`src/rtl/i2cms_pkg.sv`:
```
`timescale 1ns / 1ps
// i2cms_pkg: command codes, fixed widths and controller/datapath link types
// for the i2c master bit sequencer; depends on nothing

package i2cms_pkg;

  localparam int KIND_W = 3;
  localparam int BYTE_W = 8;
  localparam int BIT_CNT_W = $clog2(BYTE_W);
  localparam int STEP_W = 2;

  // bus command codes
  localparam logic [KIND_W-1:0] K_START = 3'd0;
  localparam logic [KIND_W-1:0] K_STOP  = 3'd1;
  localparam logic [KIND_W-1:0] K_WRITE = 3'd2;
  localparam logic [KIND_W-1:0] K_RACK  = 3'd3;
  localparam logic [KIND_W-1:0] K_SACK  = 3'd4;
  localparam logic [KIND_W-1:0] K_PROBE = 3'd5;

  // controller to datapath
  typedef struct packed {
    logic load;     // capture byte and sample of the accepted item
    logic emit;     // produce one phase
    logic set_scl;  // this phase changes the clock line
    logic set_sda;  // this phase changes the data line
    logic lvl;      // new level for the changed line
    logic use_bit;  // data level comes from the shift register msb
    logic shift;    // move to the next data bit
    logic last;     // final phase of the command
    logic nack_en;  // final phase reports the sampled ack
  } cmd_t;

  // datapath to controller
  typedef struct packed {
    logic out_free; // output register can take a phase this cycle
  } sts_t;

endpackage

```
`src/rtl/i2cms_if.sv`:
```
`timescale 1ns / 1ps
// i2cms_in_if / i2cms_out_if: valid/ready channels of the i2c sequencer
// widths follow the command and phase fields; no other dependency

interface i2cms_in_if;
  logic       valid;
  logic       ready;
  logic [2:0] kind;
  logic [7:0] data_byte;
  logic       sda_sample;

  modport source (output valid, output kind, output data_byte, output sda_sample,
                  input ready);
  modport sink (input valid, input kind, input data_byte, input sda_sample,
                output ready);
endinterface

interface i2cms_out_if;
  logic valid;
  logic ready;
  logic scl;
  logic sda;
  logic nack;
  logic last;

  modport source (output valid, output scl, output sda, output nack, output last,
                  input ready);
  modport sink (input valid, input scl, input sda, input nack, input last,
                output ready);
endinterface

```
`src/rtl/i2cms_ctrl.sv`:
```
`timescale 1ns / 1ps
// i2cms_ctrl: command sequencer state machine, one phase per step
// depends on i2cms_pkg; drives i2cms_dp through cmd_t, reads sts_t

module i2cms_ctrl (
  input  logic                          clk,
  input  logic                          rst_n,
  input  logic                          in_valid,
  input  logic [i2cms_pkg::KIND_W-1:0]  in_kind,
  output logic                          in_ready,
  input  i2cms_pkg::sts_t               sts,
  output i2cms_pkg::cmd_t               cmd
);
  import i2cms_pkg::*;

  typedef enum logic [5:0] {
    ST_IDLE  = 6'b000001,
    ST_START = 6'b000010,
    ST_STOP  = 6'b000100,
    ST_WRITE = 6'b001000,
    ST_RACK  = 6'b010000,
    ST_SACK  = 6'b100000
  } state_t;

  state_t               state_r, state_nxt;
  logic [STEP_W-1:0]    step_r, step_nxt;
  logic [BIT_CNT_W-1:0] bit_cnt_r, bit_cnt_nxt;
  logic                 probe_r, probe_nxt;
  logic                 fin_r, fin_nxt;
  logic                 seg_end;

  always_ff @(posedge clk) begin
    if (!rst_n) begin
      state_r   <= ST_IDLE;
      step_r    <= '0;
      bit_cnt_r <= '0;
      probe_r   <= 1'b0;
      fin_r     <= 1'b0;
    end else begin
      state_r   <= state_nxt;
      step_r    <= step_nxt;
      bit_cnt_r <= bit_cnt_nxt;
      probe_r   <= probe_nxt;
      fin_r     <= fin_nxt;
    end
  end

  always_comb begin
    state_nxt   = state_r;
    step_nxt    = step_r;
    bit_cnt_nxt = bit_cnt_r;
    probe_nxt   = probe_r;
    fin_nxt     = fin_r;
    in_ready    = 1'b0;
    seg_end     = 1'b0;
    cmd         = '0;

    case (state_r)
      ST_IDLE: begin
        in_ready = 1'b1;
        step_nxt = '0;
        bit_cnt_nxt = '0;
        if (in_valid) begin
          cmd.load  = 1'b1;
          probe_nxt = 1'b0;
          fin_nxt   = 1'b0;
          case (in_kind)
            K_START: state_nxt = ST_START;
            K_STOP:  state_nxt = ST_STOP;
            K_WRITE: state_nxt = ST_WRITE;
            K_RACK:  state_nxt = ST_RACK;
            K_SACK:  state_nxt = ST_SACK;
            K_PROBE: begin
              state_nxt = ST_STOP;
              probe_nxt = 1'b1;
            end
            default: state_nxt = ST_IDLE; // unused codes produce nothing
          endcase
        end
      end
      ST_START: begin
        // sda 1, scl 1, sda 0, scl 0
        cmd.set_sda = ~step_r[0];
        cmd.set_scl = step_r[0];
        cmd.lvl     = ~step_r[1];
        seg_end     = (step_r == 2'd3);
      end
      ST_STOP: begin
        // scl 0, sda 0, scl 1, sda 1
        cmd.set_scl = ~step_r[0];
        cmd.set_sda = step_r[0];
        cmd.lvl     = step_r[1];
        seg_end     = (step_r == 2'd3);
      end
      ST_WRITE: begin
        // scl 0, then per bit: sda bit, scl 1, scl 0
        case (step_r)
          2'd1: begin
            cmd.set_sda = 1'b1;
            cmd.use_bit = 1'b1;
          end
          2'd2: begin
            cmd.set_scl = 1'b1;
            cmd.lvl     = 1'b1;
          end
          default: begin
            cmd.set_scl = 1'b1;
            cmd.lvl     = 1'b0;
          end
        endcase
        seg_end = (step_r == 2'd3) && (bit_cnt_r == BIT_CNT_W'(BYTE_W - 1));
      end
      ST_RACK: begin
        // sda released, scl 1, scl 0
        cmd.set_sda = (step_r == 2'd0);
        cmd.set_scl = (step_r != 2'd0);
        cmd.lvl     = (step_r != 2'd2);
        seg_end     = (step_r == 2'd2);
      end
      ST_SACK: begin
        // sda 0, scl 1, scl 0, sda 1
        cmd.set_sda = (step_r == 2'd0) || (step_r == 2'd3);
        cmd.set_scl = (step_r == 2'd1) || (step_r == 2'd2);
        cmd.lvl     = (step_r == 2'd1) || (step_r == 2'd3);
        seg_end     = (step_r == 2'd3);
      end
      default: state_nxt = ST_IDLE;
    endcase

    if (state_r != ST_IDLE) begin
      cmd.last    = seg_end && (!probe_r || ((state_r == ST_STOP) && fin_r));
      cmd.nack_en = cmd.last && (probe_r || (state_r == ST_RACK));
      if (!sts.out_free) begin
        // hold everything until the output register frees up
        cmd = '0;
      end else begin
        cmd.emit = 1'b1;
        cmd.shift = (state_r == ST_WRITE) && (step_r == 2'd3);
        step_nxt = step_r + 2'd1;
        if ((state_r == ST_WRITE) && (step_r == 2'd3) && !seg_end) begin
          step_nxt    = 2'd1;
          bit_cnt_nxt = bit_cnt_r + 1'b1;
        end
        if (seg_end) begin
          step_nxt    = '0;
          bit_cnt_nxt = '0;
          if (cmd.last) begin
            state_nxt = ST_IDLE;
          end else begin
            // probe chain: stop, start, write, read ack, stop
            case (state_r)
              ST_STOP:  state_nxt = ST_START;
              ST_START: state_nxt = ST_WRITE;
              ST_WRITE: state_nxt = ST_RACK;
              ST_RACK: begin
                state_nxt = ST_STOP;
                fin_nxt   = 1'b1;
              end
              default:  state_nxt = ST_IDLE;
            endcase
          end
        end
      end
    end
  end

  a_start_leaves_idle: assert property (@(posedge clk) disable iff (!rst_n)
    (state_r == ST_IDLE) && in_valid && (in_kind <= K_PROBE) |=> state_r != ST_IDLE)
    else $error("valid command did not start a run");

  a_last_returns_idle: assert property (@(posedge clk) disable iff (!rst_n)
    cmd.last && cmd.emit |=> state_r == ST_IDLE)
    else $error("sequencer kept running after final phase");

  a_bit_cnt_in_write: assert property (@(posedge clk) disable iff (!rst_n)
    bit_cnt_r != '0 |-> state_r == ST_WRITE)
    else $error("bit counter live outside a byte write");

endmodule

```
`src/rtl/i2cms_dp.sv`:
```
`timescale 1ns / 1ps
// i2cms_dp: line levels, data shift register, ack sample and output register
// depends on i2cms_pkg; controlled by i2cms_ctrl

module i2cms_dp (
  input  logic                          clk,
  input  logic                          rst_n,
  input  i2cms_pkg::cmd_t               cmd,
  output i2cms_pkg::sts_t               sts,
  input  logic [i2cms_pkg::BYTE_W-1:0]  in_data_byte,
  input  logic                          in_sda_sample,
  output logic                          out_valid,
  input  logic                          out_ready,
  output logic                          out_scl,
  output logic                          out_sda,
  output logic                          out_nack,
  output logic                          out_last
);
  import i2cms_pkg::*;

  logic              scl_r, sda_r;
  logic [BYTE_W-1:0] shift_r;
  logic              sample_r;
  logic              out_valid_r, out_valid_nxt;
  logic              out_scl_r, out_sda_r, out_nack_r, out_last_r;
  logic              scl_new, sda_new;

  assign scl_new = cmd.set_scl ? cmd.lvl : scl_r;
  assign sda_new = cmd.set_sda ? (cmd.use_bit ? shift_r[BYTE_W-1] : cmd.lvl) : sda_r;

  assign sts.out_free = !out_valid_r || out_ready;

  always_comb begin
    out_valid_nxt = out_valid_r;
    if (cmd.emit) begin
      out_valid_nxt = 1'b1;
    end else if (out_ready) begin
      out_valid_nxt = 1'b0;
    end
  end

  always_ff @(posedge clk) begin
    if (!rst_n) begin
      scl_r       <= 1'b1;
      sda_r       <= 1'b1;
      out_valid_r <= 1'b0;
    end else begin
      out_valid_r <= out_valid_nxt;
      if (cmd.emit) begin
        scl_r <= scl_new;
        sda_r <= sda_new;
      end
    end
  end

  always_ff @(posedge clk) begin
    if (cmd.load) begin
      shift_r  <= in_data_byte;
      sample_r <= in_sda_sample;
    end else if (cmd.shift) begin
      shift_r <= {shift_r[BYTE_W-2:0], 1'b0};
    end
    if (cmd.emit) begin
      out_scl_r  <= scl_new;
      out_sda_r  <= sda_new;
      out_nack_r <= cmd.nack_en && sample_r;
      out_last_r <= cmd.last;
    end
  end

  assign out_valid = out_valid_r;
  assign out_scl   = out_scl_r;
  assign out_sda   = out_sda_r;
  assign out_nack  = out_nack_r;
  assign out_last  = out_last_r;

  a_nack_on_last: assert property (@(posedge clk) disable iff (!rst_n)
    out_valid_r && out_nack_r |-> out_last_r)
    else $error("nack flagged on a phase that is not final");

  a_one_line_moves: assert property (@(posedge clk) disable iff (!rst_n)
    cmd.emit |=> (scl_r == $past(scl_r)) || (sda_r == $past(sda_r)))
    else $error("both lines changed in one phase");

  a_idle_high_after_reset: assert property (@(posedge clk)
    $past(!rst_n) |-> scl_r && sda_r)
    else $error("lines not released after reset");

endmodule

```
`src/rtl/i2c_master_bit_sequencer.sv`:
```
`timescale 1ns / 1ps
// i2c_master_bit_sequencer: top level of the i2c master bit sequencer
// depends on i2cms_pkg, i2cms_if, i2cms_ctrl and i2cms_dp
//
//  channel  | dir | handshake           | payload
//  ---------+-----+---------------------+-------------------------------------
//  in_ch    | in  | valid/ready         | kind[2:0] data_byte[7:0] sda_sample
//  out_ch   | out | valid/ready         | scl sda nack last (one item per phase)
//
// a command is accepted, then emits one output item per line phase:
// start 4, stop 4, write byte 25, read ack 3, send ack 4, probe 40 phases
// the sequencer state machine emits at most one phase per cycle into a single
// output register; a stalled output holds the sequencer on that phase
// kinds 6 and 7 are taken and dropped without any phase
// reset (synchronous, active low) leaves both lines released high and idle

module i2c_master_bit_sequencer (
  input  logic         clk,
  input  logic         rst_n,
  i2cms_in_if.sink     in_ch,
  i2cms_out_if.source  out_ch
);
  import i2cms_pkg::*;

  cmd_t cmd;  // controller to datapath
  sts_t sts;  // datapath back to controller

  // sequencer: walks the phases of each command, chaining runs for a probe
  i2cms_ctrl u_ctrl (
    .clk      (clk),
    .rst_n    (rst_n),
    .in_valid (in_ch.valid),
    .in_kind  (in_ch.kind),
    .in_ready (in_ch.ready),
    .sts      (sts),
    .cmd      (cmd)
  );

  // datapath: line state, byte shifter, ack sample, phase output register
  i2cms_dp u_dp (
    .clk           (clk),
    .rst_n         (rst_n),
    .cmd           (cmd),
    .sts           (sts),
    .in_data_byte  (in_ch.data_byte),
    .in_sda_sample (in_ch.sda_sample),
    .out_valid     (out_ch.valid),
    .out_ready     (out_ch.ready),
    .out_scl       (out_ch.scl),
    .out_sda       (out_ch.sda),
    .out_nack      (out_ch.nack),
    .out_last      (out_ch.last)
  );

endmodule
```
`src/flat_wrapper.sv`:
```
// flat-port wrapper written by rule: the top's interface ports become plain ports
module i2c_master_bit_sequencer_flat import i2cms_pkg::*;
  (clk, rst_n, in_ch_valid, in_ch_kind, in_ch_data_byte, in_ch_sda_sample, in_ch_ready, out_ch_valid, out_ch_scl, out_ch_sda, out_ch_nack, out_ch_last, out_ch_ready);
  i2cms_in_if in_ch_i ();
  i2cms_out_if out_ch_i ();
  input  logic clk;
  input  logic rst_n;
  input wire logic [$bits(in_ch_i.valid)-1:0] in_ch_valid;
  input wire logic [$bits(in_ch_i.kind)-1:0] in_ch_kind;
  input wire logic [$bits(in_ch_i.data_byte)-1:0] in_ch_data_byte;
  input wire logic [$bits(in_ch_i.sda_sample)-1:0] in_ch_sda_sample;
  output wire logic [$bits(in_ch_i.ready)-1:0] in_ch_ready;
  output wire logic [$bits(out_ch_i.valid)-1:0] out_ch_valid;
  output wire logic [$bits(out_ch_i.scl)-1:0] out_ch_scl;
  output wire logic [$bits(out_ch_i.sda)-1:0] out_ch_sda;
  output wire logic [$bits(out_ch_i.nack)-1:0] out_ch_nack;
  output wire logic [$bits(out_ch_i.last)-1:0] out_ch_last;
  input wire logic [$bits(out_ch_i.ready)-1:0] out_ch_ready;
  assign in_ch_i.valid = in_ch_valid;
  assign in_ch_i.kind = in_ch_kind;
  assign in_ch_i.data_byte = in_ch_data_byte;
  assign in_ch_i.sda_sample = in_ch_sda_sample;
  assign in_ch_ready = in_ch_i.ready;
  assign out_ch_valid = out_ch_i.valid;
  assign out_ch_scl = out_ch_i.scl;
  assign out_ch_sda = out_ch_i.sda;
  assign out_ch_nack = out_ch_i.nack;
  assign out_ch_last = out_ch_i.last;
  assign out_ch_i.ready = out_ch_ready;
  i2c_master_bit_sequencer u_core (.clk(clk), .rst_n(rst_n), .in_ch(in_ch_i), .out_ch(out_ch_i));
endmodule
```
`config.mk`:
```
export PLATFORM = sky130hd
export DESIGN_NAME = i2c_master_bit_sequencer_flat
export DESIGN_NICKNAME = d
export VERILOG_FILES = /design/src/rtl/i2cms_pkg.sv /design/src/rtl/i2cms_if.sv /design/src/rtl/i2cms_ctrl.sv /design/src/rtl/i2cms_dp.sv /design/src/rtl/i2c_master_bit_sequencer.sv /design/src/flat_wrapper.sv
export SDC_FILE = /design/constraint.sdc
export NUM_CORES = 1
export LEC_CHECK = 0
export ABC_CLOCK_PERIOD_IN_PS = 2000
export BUFFER_PORTS_ARGS = -buffer_cell sky130_fd_sc_hd__buf_2
export CELL_PAD_IN_SITES_DETAIL_PLACEMENT = 1
export CELL_PAD_IN_SITES_GLOBAL_PLACEMENT = 1
export CORE_MARGIN = 5
export CORE_UTILIZATION = 40
export DETAILED_ROUTE_END_ITERATION = 16
export PLACE_DENSITY = 0.83
export SLEW_MARGIN = 30
export SYNTH_ARGS = -nofsm -noshare
export SYNTH_HDL_FRONTEND = slang
export SYNTH_SLANG_ARGS = --single-unit
```
`constraint.sdc`:
```
create_clock -name clk -period 2 [get_ports clk]
set_input_delay 0.1 -clock clk [delete_from_list [all_inputs] [get_ports clk]]
set_output_delay 0.1 -clock clk [all_outputs]
set_load 0.02 [all_outputs]
```
-- Yosys cells after proc, flatten, opt, wreduce, memory -nomap -nowiden
Cells that the tools add are included.
- register bits: 29
- latch bits: 0
- bits in writable memories: 0
- memory bits (read-only): 0
- output and inout bits: 6
- memories: 0
- add/sub/neg operators: 2
- multiply operators: 0
- divide/modulo/power cells: 0
- magnitude comparators: 0
- equal/unequal tests: 17
- shift-type cells: 0
- mux-type cells: 48
- bitwise operators: 2
- reduce and logical (&&, ||, !) cells: 26
- operator list (cell ; count):
    $pmux W6 S5 ; 1
    $mux W6 ; 4
    $mux W1 ; 23
    $pmux W5 S4 ; 1
    $mux W8 ; 2
    $mux W3 ; 5
    $pmux W3 S5 ; 1
    $mux W2 ; 6
    $pmux W6 S2 ; 1
    $eq A3 B3 Y1 const B ; 3
    $mux W9 ; 1
    $logic_and A1 B1 Y1 ; 7
    $eq A3 B2 Y1 const B ; 2
    $eq A6 B1 Y1 const B ; 1
    $eq A6 B2 Y1 const B ; 1
    $eq A6 B3 Y1 const B ; 1
    $eq A6 B4 Y1 const B ; 1
    $eq A6 B5 Y1 const B ; 1
    $eq A6 B6 Y1 const B ; 1
    $logic_or A1 B1 Y1 ; 6
    $ne A6 B1 Y1 const B ; 1
    $reduce_bool A2 Y1 ; 3
    $mux W5 ; 1
    $reduce_or A5 Y1 ; 1
    15 further kinds ; 20

-- Longest topological paths before layout
- word-level depth: 9
- depth in mapped cells: 8

-- Hierarchy
Synthesis repeated with hierarchy kept, for this count alone.
- cell total of the unflattened synthesis: 188
- area total of the unflattened synthesis: 1788.0 µm²
- by module, submodules not included (module ; instances ; cells each ; area each (µm²)):
    i2cms_ctrl ; 1 ; 147 ; 1132.3
    i2cms_dp ; 1 ; 41 ; 655.6

-- Worst setup path after synthesis
OpenSTA, ideal clock, no wires.
- path kind: register to register
- start: reg u_core.u_ctrl.state_r[1]
- end: reg u_core.u_dp.shift_r[0] (enable)
- arrival time: 1.816 ns
- required time: 1.613 ns
- path slack: -0.203 ns
- stages on the path, launching flop included: 5
- path buffers: 1
- clock period less this slack: 2.203 ns
- cell sequence: dfxtp_1 -> buf_6 -> nor4_2 -> nand3_1 -> o31ai_1
- word-level cells in the longest chain between the ends: 5
- elaborated cells between the ends (all ways): 9
- classes of those cells: eq/ne (3); mux (4); reduce/logical (2)
- RTL lines (element ; line ; source):
    start: declaration ; i2cms_ctrl.sv:25 ; state_t state_r, state_nxt;
    start signal: assignment ; i2cms_ctrl.sv:40 ; state_r <= state_nxt;
    $eq A6 B1 Y1 / $eq A6 B4 Y1 (equally long branches) ; i2cms_ctrl.sv:58, i2cms_ctrl.sv:138 ;
    $mux W1 / $logic_and A1 B1 Y1 (equally long branches) ; i2cms_ctrl.sv:58, i2cms_ctrl.sv:138 ;
    $mux W1 ; i2cms_ctrl.sv:133 ; if (!sts.out_free) begin
    $mux W9 * ; i2cms_ctrl.sv:130 ; if (state_r != ST_IDLE) begin
    $reduce_bool A2 Y1 (no line) * ; n/a ;
    end signal: assignment ; i2cms_dp.sv:58 ; shift_r <= in_data_byte;
    end signal: assignment ; i2cms_dp.sv:61 ; shift_r <= {shift_r[BYTE_W-2:0], 1'b0};
    end: declaration ; i2cms_dp.sv:22 ; logic [BYTE_W-1:0] shift_r;
Mark *: on every way between the ends. The rest lies on a longest branch, timed or not.
A chain may end at the register's enable or synchronous reset.

-- Worst setup path after layout
- start: reg u_core.u_ctrl.state_r[0]
- end: reg u_core.u_ctrl.state_r[4]
- word-level cells in the longest chain between the ends: 8
- elaborated cells between the ends (all ways): 19
- classes of those cells: eq/ne (7); mux (7); reduce/logical (5)
- RTL lines (element ; line ; source):
    $eq A6 B3 Y1 (tied with other cells) ; i2cms_ctrl.sv:58, i2cms_ctrl.sv:131, i2cms_ctrl.sv:151 ;
    $reduce_or A3 Y1 (no line) / $logic_and A1 B1 Y1 (equally long branches) ; n/a ;
    $pmux W1 S3 / $logic_or A1 B1 Y1 (equally long branches) ; i2cms_ctrl.sv:58, i2cms_ctrl.sv:131 ;
    $logic_and A1 B1 Y1 ; i2cms_ctrl.sv:131 ; cmd.last = seg_end && (!probe_r || ((state_r == ST_STOP) && fin_r));
    $mux W5 ; i2cms_ctrl.sv:147 ; if (cmd.last) begin
    $mux W6 ; i2cms_ctrl.sv:144 ; if (seg_end) begin
    $mux W6 ; i2cms_ctrl.sv:133 ;
    $mux W6 * ; i2cms_ctrl.sv:130 ;
Marks and branches as above.

==> impl_metrics.yaml <==
drt:
  drc: 0
  wire_per_inst_um: 20.5
  drt-pass1-iter-count: 4
  drtIter0Drc: 122
  ant_nets: 0
  drt_wl_total_um: 5990
  avgViaCountPerCell: 6.00
  num_vias: 1758
timing:
  timing_worst_slew_pin_value_ns: 0.810
  rsz0062_at_grt: "yes"
  max_freq_mhz: 476
  finalMaxSlewViolations: 0
  skew_ns: 0.00780
  finalWorstSetupSlack_ns: -0.101
  period_share_pct: 105
  min_period_ns: 2.10
  finalHoldViolations: 0
  setup_viol: 11
  slew_headroom_pct: 45.7
flow_run:
  drv_cap: 0
power:
  finalPower_mw: 1.43
  p_per_area_mw_per_mm2: 615
  vdd_drop_max_uv: 402
  p_leak_nw: 0.940
worst_hold_path:
  hp-class: "primary input to flip-flop"
clock_tree:
  cts_root_buf: "clkbuf_8"
  clk_path_buf_depth: 2
  cts_made_buffers: 5
  htreeDepth: 2
  clock-sinks: 29
  clock_latency_ns: 0.29
  clk_pin_slew_worst_paths_ns: 0.07
  cts_tree: "done"
setup_path:
  reg2reg_depth: 6
  startpoint: "u_core.u_ctrl.state_r[0]"
  crit_path_max_fanout: 5
  setup.worst_path.start_class: "flip-flop"
  cp.required_ns: 2.22
  rr_endpoint: "u_core.u_ctrl.state_r[4]"
  cp.arrival_ns: 2.32
  end_kind: "flip-flop"
  r2r_start: "u_core.u_ctrl.state_r[0]"
  path_class: "flip-flop to flip-flop"
  rrSetupSlack_ns: -0.10
  critPathCapture: "u_core.u_ctrl.state_r[4]"
place:
  place_congestion: 0.955
  numPortBuffers: 21
  dp.cells: 278
  placed_area_sq_mm: 0.00211
  place_hpwl_um: 4270
finish:
  fin_area_sq_mm: 0.00232
  nFillCells: 521
  fin_cells: 293
  antenna_cells: 0
  area_growth_pct: 31.5
  final_nets: 262
  drive_gt1_share_pct: 39.0
synthesis:
  async_reset_ff_share_pct: 0
  synth.distinct_cells: 51
  yosysSeqAreaShare_pct: 40.3
  synth.avg_cell_area_sq_um: 9.44
  synth_common_cells: "19 x o21ai_0, 16 x dfxtp_1, 13 x edfxtp_1, 11 x nor2_1, 10 x clkbuf_1"
  synth_top_area_share_pct: 22.1
  yosysWarningCount: 0
  yosysTopAreaCell: "edfxtp_1"
  synth_cells: 187
  synth.ff_latch_count: 29
  synth.most_common_cell: "o21ai_0"
  synthFlopType: "dfxtp_1"
  synth_fp_nets: 209
  netlist_area_sq_mm: 0.00177
  synth_area_leaders: "edfxtp_1 22%, dfxtp_1 18%, o21ai_0 5.4%"
  synth-edff-count: 13
grt:
  grt_pass1_wl_um: 9620
  antenna_found_initial: 0
  grt_pass1_vias: 1899
  grt_max_degree: 13
  gr-total-overflow: 0
  track_usage_pct: 21.0
floorplanning:
  io_pins: 22
  placementRows: 24
  dieArea_sq_mm: 0.00584
  core_sq_mm: 0.00432
  die-height_um: 76.4
  die_x_um: 76.4
  start_util_pct: 40.8
run_status:
  violations: "setup timing"
  status: "finished with violations"
==> critical path, cell delays in order, from the launching register on <==
cell	delay (ns)
dfxtp_2	0.35
or4_4	0.53
or3_4	0.40
a311oi_4	0.36
buf_6	0.18
nand4_1	0.09
o21ai_1	0.11
==> flip-flops by register name (all words and copies together), names as in the netlist <==
signal                   flops
u_core.u_dp.sda_r            1
u_core.u_dp.out_last         1
u_core.u_dp.scl_r            1
u_core.u_ctrl.step_r         2
u_core.u_ctrl.probe_r        1
u_core.u_dp.shift_r          8
u_core.u_dp.out_scl          1
u_core.u_ctrl.fin_r          1
u_core.u_dp.out_sda          1
u_core.u_dp.out_valid        1
u_core.u_dp.sample_r         1
u_core.u_ctrl.state_r        6
u_core.u_dp.out_nack         1
u_core.u_ctrl.bit_cnt_r      3
==> layer usage <==
layer,track usage [%],wire [um]
met2,37.7,3150
met4,11.5,285
met1,22.5,2330
met5,0,0
met3,4.61,223
==> layout make-up <==
class	count	area, sq um	share of cell area (%)
multi-input combinational	140	1030	44.6
sequential	29	719	31.0
timing repair buffer	58	393	16.9
clock buffer	5	68.8	2.96
tap	52	65.1	2.80
inverter	6	22.5	0.970
clock inverter	3	17.5	0.755
==> layout by cell type, fill, tap and decap left out, types with 4 or more instances in the layout <==
cell / n
o21ai_0: 13
nor2_1: 10
buf_4: 34
nand2b_1: 4
nand4_1: 5
o21ai_1: 4
a21oi_1: 7
nand3_1: 7
buf_2: 21
dfxtp_2: 4
nand2_1: 7
nor4_1: 4
nor3b_1: 6
clkbuf_8: 5
inv_1: 6
and3b_1: 4
dfxtp_1: 11
ha_1: 6
mux2_2: 7
edfxtp_1: 13
==> worst min path at each step <==
stage / startpoint / endpoint / slack [ns] / cells after the start
3_5_place_dp: in_ch_sda_sample / u_core.u_dp.sample_r / 0.29 / 1
2_1_floorplan: in_ch_sda_sample / u_core.u_dp.sample_r / 0.20 / 0
3_3_place_gp: in_ch_sda_sample / u_core.u_dp.sample_r / 0.28 / 1
5_1_grt: in_ch_data_byte[0] / u_core.u_dp.shift_r[0] / 0.09 / 2
6_report: in_ch_data_byte[0] / u_core.u_dp.shift_r[0] / 0.08 / 2
4_1_cts: in_ch_data_byte[0] / u_core.u_dp.shift_r[0] / 0.08 / 2
==> logic make-up (layout without fill, tap and decap cells) <==
family	count (synthesis)	in the layout	synth area share (%)
compound gates	49	49	18.3
buf+inv	18	72	4.68
xor+xnor	2	2	0.992
flops	29	29	40.3
simple gates	76	76	27.1
mux	7	7	4.47
fa+ha+maj	6	6	4.25
==> metrics by stage <==
| step | utilization (%) | hold WS [ns] | TNS (ns) | setup WS (ns) |
|---|---|---|---|---|
| 2_1_floorplan | - | 0.199 | -0.0629 | -0.0269 |
| 3_3_place_gp | 48.8 | 0.279 | 0 | 0.00172 |
| 3_5_place_dp | 48.8 | 0.289 | -0.403 | -0.0924 |
| 4_1_cts | 52.6 | 0.0768 | -0.926 | -0.117 |
| 5_1_grt | 53.7 | 0.0921 | -1.98 | -0.180 |
| 6_report | 53.7 | 0.0787 | -0.813 | -0.101 |
==> repair_timing <==
item,CTS,global route
buffers inserted,4,1
hold endpoints to repair,1,0
endpoints found under the setup margin,17,24
pin swaps,6,5
cloned,1,0
resized for setup,14,13
hold buffers,1,0
==> report_power, final <==
part           internal, mW  leakage, nW  switching [mW]  total, mW
clock network         0.240       0.0439           0.249      0.488
logic                 0.115        0.646           0.144      0.259
registers             0.660        0.250          0.0194      0.680
No activity file was read; power rests on OpenSTA's default activity.
